`src/sv/vtv_pkg.sv`:
```
// ----------------------------------------------------------------------------
// vtv_pkg: shared definitions for the vertex transform and viewport block
// Field widths, divider step count, opcodes and register indexes.
// ----------------------------------------------------------------------------
package vtv_pkg;

	// field widths
	localparam int COORD_W = 32;
	localparam int COLOR_W = 8;
	localparam int VP_W    = 12;
	localparam int WIN_W   = 13;

	// configuration port address width (seven word registers)
	localparam int REG_AW  = 5;

	// quotient bits resolved per divider stage
	localparam int DIV_K   = 4;

	// item opcodes
	typedef enum logic {
		OP_LOAD   = 1'b0,
		OP_VERTEX = 1'b1
	} op_t;

	// register indexes, word address bits [4:2]
	typedef enum logic [2:0] {
		REG_DRAW  = 3'd0,
		REG_VP_X  = 3'd1,
		REG_VP_Y  = 3'd2,
		REG_VP_W  = 3'd3,
		REG_VP_H  = 3'd4,
		REG_WIN_W = 3'd5,
		REG_WIN_H = 3'd6
	} reg_idx_t;

endpackage

```
`src/sv/vtv_div.sv`:
```
// ----------------------------------------------------------------------------
// vtv_div: staged unsigned divider
// Restoring long division, DIV_K quotient bits per register stage, with a
// valid bit and a side tag carried along. The divisor must stay stable while
// items are in flight and must be nonzero.
// ----------------------------------------------------------------------------
module vtv_div #(
	parameter int NW   = 47,
	parameter int TAGW = 1
) (
	input  logic                      clk,
	input  logic                      arst_n,
	input  logic                      en,
	input  logic                      in_vld,
	input  logic [NW-1:0]             num,
	input  logic [vtv_pkg::WIN_W-1:0] den,
	input  logic [TAGW-1:0]           tag_in,
	output logic                      out_vld,
	output logic [((NW + vtv_pkg::DIV_K - 1) / vtv_pkg::DIV_K) * vtv_pkg::DIV_K - 1:0] quo,
	output logic [TAGW-1:0]           tag_out
);
	import vtv_pkg::*;

	localparam int S  = (NW + DIV_K - 1) / DIV_K;
	localparam int PW = S * DIV_K;
	localparam int DW = WIN_W;

	logic            vld_s [0:S];
	logic [DW-1:0]   rem_s [0:S-1];
	logic [PW-1:0]   acc_s [0:S];
	logic [TAGW-1:0] tag_s [0:S];

	// stage zero is the incoming item
	assign vld_s[0] = in_vld;
	assign rem_s[0] = '0;
	assign acc_s[0] = PW'(num);
	assign tag_s[0] = tag_in;

	for (genvar g = 0; g < S; g++) begin : g_stage
		logic [DW-1:0] rem_nx;
		logic [PW-1:0] acc_nx;

		// DIV_K shift and subtract steps
		always_comb begin
			logic [DW:0]   tr;
			logic [DW-1:0] r;
			logic [PW-1:0] a;
			r = rem_s[g];
			a = acc_s[g];
			tr = '0;
			for (int k = 0; k < DIV_K; k++) begin
				tr = {r, a[PW-1]};
				a = {a[PW-2:0], 1'b0};
				if (tr >= {1'b0, den}) begin
					tr = tr - {1'b0, den};
					a[0] = 1'b1;
				end
				r = tr[DW-1:0];
			end
			rem_nx = r;
			acc_nx = a;
		end

		// stage valid
		always_ff @(posedge clk or negedge arst_n) begin
			if (!arst_n) begin
				vld_s[g+1] <= 1'b0;
			end else if (en) begin
				vld_s[g+1] <= vld_s[g];
			end
		end

		// stage payload
		always_ff @(posedge clk) begin
			if (en) begin
				acc_s[g+1] <= acc_nx;
				tag_s[g+1] <= tag_s[g];
			end
		end

		// remainder is dropped after the last stage
		if (g < S - 1) begin : g_rem
			always_ff @(posedge clk) begin
				if (en) begin
					rem_s[g+1] <= rem_nx;
				end
			end
		end
	end

	assign out_vld = vld_s[S];
	assign quo     = acc_s[S];
	assign tag_out = tag_s[S];

endmodule

```
`config.mk`:
```
export PLATFORM = sky130hd
export DESIGN_NAME = vtv_div
export DESIGN_NICKNAME = d
export VERILOG_FILES = /design/src/sv/vtv_pkg.sv /design/src/sv/vtv_div.sv
export SDC_FILE = /design/constraint.sdc
export NUM_CORES = 2
export LEC_CHECK = 0
export BUFFER_PORTS_ARGS = -buffer_cell sky130_fd_sc_hd__buf_2
export CAP_MARGIN = 15
export CORE_UTILIZATION = 45
export CTS_CLUSTER_SIZE = 16
export DETAILED_ROUTE_END_ITERATION = 16
export SETUP_SLACK_MARGIN = 0.4
export SYNTH_ARGS = -nofsm -noshare
export SYNTH_HDL_FRONTEND = slang
export SYNTH_SLANG_ARGS = --single-unit
```
`constraint.sdc`:
```
create_clock -name clk -period 12.7 [get_ports clk]
set_input_delay 1.27 -clock clk [delete_from_list [all_inputs] [get_ports clk]]
set_output_delay 1.27 -clock clk [all_outputs]
set_load 0.02 [all_outputs]
```
==> out/metrics.yaml <==
global_route:
  grt_pass1_wl_mm: 218
  grt_antenna_before_repair: 3
  overflow: 0
  grt_pass1_vias: 39600
  grt_use_total_pct: 21.8
  grt_start_max_net_pins: 169
clock_network:
  clock_latency_ns: 0.70
  cts_buffer_depth: 3
  cts_sinks: 743
  cts-buffers-inserted: 86
  cts_tree: "built"
  htreeDepth: 3
  clk_pin_slew_ns: 0.06
  ctsRootBufferMaster: "clkbuf_16"
  cts_setup_buffers: 0
synthesis:
  synthSimpleGateAreaFrac_pct: 12.1
  synth.distinct_cells: 109
  synth_ff_type: "edfxtp_1"
  synth_compound_area_share_pct: 16.3
  syn_area_per_cell_sq_um: 10.5
  syn-cell-area_sq_um: 56400
  async_flop_share_pct: 1.62
  synth_xor_area_share_pct: 6.28
  seq_area_frac_synth_pct: 39.5
  syn_nets: 6086
  yosys_warnings: 0
  synthTopCellsByArea: "edfxtp_1 39%, ha_1 14%, mux2_2 5.7%"
  synth_fa_ha_area_share_pct: 15.2
  synth_area_leader_cell: "edfxtp_1"
  synth_cells: 5363
  ys_seq_elements: 743
  netlist.area_leader.share_pct: 38.9
  synth_top_family_by_area: "compound AO/OA/AOI/OAI gates"
  synth_edf_count: 731
  yosys-mux-area-fraction_pct: 7.45
sta:
  hold_viol: 0
  skew_ns: 0.0304
  fin_crit_ns: 11.46
  finalCritPeriodShare_pct: 90.3
  maxSlewHeadroom_pct: 32.1
  finalMaxSlewViolations: 0
  rsz0062_at_grt: "yes"
  max_freq_mhz: 87.2
  final.setup.tns_ns: 0
  tightest_slew_ns: 1.02
  setup_violations: 0
worst_setup_path:
  crit_type: "in -> reg"
  r2r-start: "acc_s[287]"
  critPathBufInv: 6
  start_kind: "primary input"
  crit_top_cell: "o21ai_0"
  reg2reg_depth: 39
  cp-end-kind: "register"
  crit_fanout: 18
  cpMaxStageDelayCell: "inv_2"
  regToRegSetupSlack_ns: 1.73
  cp-startpoint: "den[11]"
  crit_arrival_ns: 11.90
  required_ns: 13.14
  critPathTopFamily: "compound AO/OA/AOI/OAI gates"
  r2r_end: "rem_s[42]"
  slowest_delay_ns: 0.60
drt:
  routed_wl_mm: 140
  routedWlPerCell_um: 19.3
  route.vias.total: 41500
  viasPerCell: 5.73
  ant_nets: 0
  drt_iter0_markers: 2628
  first_pass_iters: 11
  drc: 9
floorplan:
  core_sq_um: 124000
  die_y_um: 356
  die_w_um: 356
  floorplan.initialDensity_pct: 45.5
  ios: 115
  die_area_sq_um: 127000
  rows: 129
worst_hold_path:
  hold-path-endpoint: "acc_s[475]"
  worstHoldStart: "acc_s[519]"
  hold_path_class: "reg -> reg"
  min_path_cells: 0
run:
  drv_cap: 0
final_layout:
  fill_cells: 11200
  area_delta_synth_final_pct: 9.93
  multi_input_area_sq_um: 32300
  area.sequential_sq_um: 22300
  nets: 6261
  drive_gt1_share_pct: 13.4
placed_design:
  gp_congestion: 0.940
  io_buffer_count: 114
  dp.final_hpwl_mm: 104
outcome:
  outcome: "finished with violations"
  failed_checks: "design-rule violations"
[layout make-up]
class | count | share of cell area [%]
clock buffer | 100 | 3.59
clock inverter | 58 | 1.04
sequential | 743 | 35.9
timing repair buffer | 207 | 2.19
inverter | 290 | 1.77
antenna | 1 | 0.00404
multi-input combinational | 4210 | 52.2
tap | 1637 | 3.31
[how the worst max path moves through the flow]
| stage | endpoint | cells after the start |
|---|---|---|
| after global routing | rem_s[113] | 38 |
| final | rem_s[99] | 41 |
| after CTS | rem_s[126] | 43 |
| after floorplan | rem_s[31] | 44 |
| after detailed placement | rem_s[126] | 43 |
| after global placement | rem_s[126] | 43 |
[flip-flops by register name, indices dropped and copies added (netlist names)]
register,count
acc_s,528
out_vld,1
quo,48
rem_s,143
tag_out,1
tag_s,11
vld_s,11
[cell usage after synthesis (32+ instances only)]
master	n
a211oi_1	36
nand2b_1	70
fa_1	46
nand2_1	279
mux2_2	287
o21ai_0	287
edfxtp_1	731
nand3_1	92
ha_1	612
o21bai_1	32
a31oi_1	36
mux2i_1	75
a21boi_0	39
buf_4	52
clkbuf_1	34
and3_1	42
a21oi_1	414
inv_1	278
o31ai_1	39
nor3_1	121
xor2_1	143
xnor2_1	261
nand4_1	98
or2_2	39
nor2_1	381
nor2b_1	110
o21a_1	92
a21o_1	136
[through the flow]
stage / area (sq um) / worst slack, ns / util, % / hold WS, ns / std cells
2_1_floorplan: 56400 / 1.01 / - / 0.400 / 5363
3_3_place_gp: 59100 / 0.568 / 47.7 / 0.400 / 7087
3_5_place_dp: 59100 / 0.509 / 47.7 / 0.405 / 7087
4_1_cts: 62000 / 1.24 / 50.0 / 0.395 / 7245
5_1_grt: 62000 / 0.398 / 50.0 / 0.415 / 7246
6_report: 62000 / 1.24 / 50.0 / 0.403 / 7246
[metal layers]
metal | vias up | track usage, % | wire, um
met2 | 904 | 35.2 | 64100
li1 | 20600 | - | -
met5 | - | 0 | 16
met4 | 2 | 8.77 | 4850
met3 | 236 | 2.77 | 6540
met1 | 19700 | 29.6 | 64500
[cells in the final DEF, fill, tap and decap left out, types with 136 or more instances in the layout]
cell / netlist / final
a21o_1: 136 / 136
a21oi_1: 414 / 414
edfxtp_1: 731 / 731
ha_1: 612 / 612
inv_1: 278 / 266
mux2_2: 287 / 287
nand2_1: 279 / 279
nor2_1: 381 / 381
o21ai_0: 287 / 285
xnor2_1: 261 / 261
xor2_1: 143 / 143
[cells by family after synthesis]
group           count (synthesis)
xor+xnor                      404
mux                           377
fa+ha+maj                     658
flops                         743
compound gates               1397
buf+inv                       410
simple gates                 1374
[what timing repair did]
| action | CTS | global route |
|---|---|---|
| hold buffers | 0 | 0 |
| resized for setup | 0 | 3 |
| setup endpoints to repair | 0 | 16 |
Power is left out: the tool's default activity adds up to more than one toggle a clock period on the data nets, which glitch-free logic cannot reach.
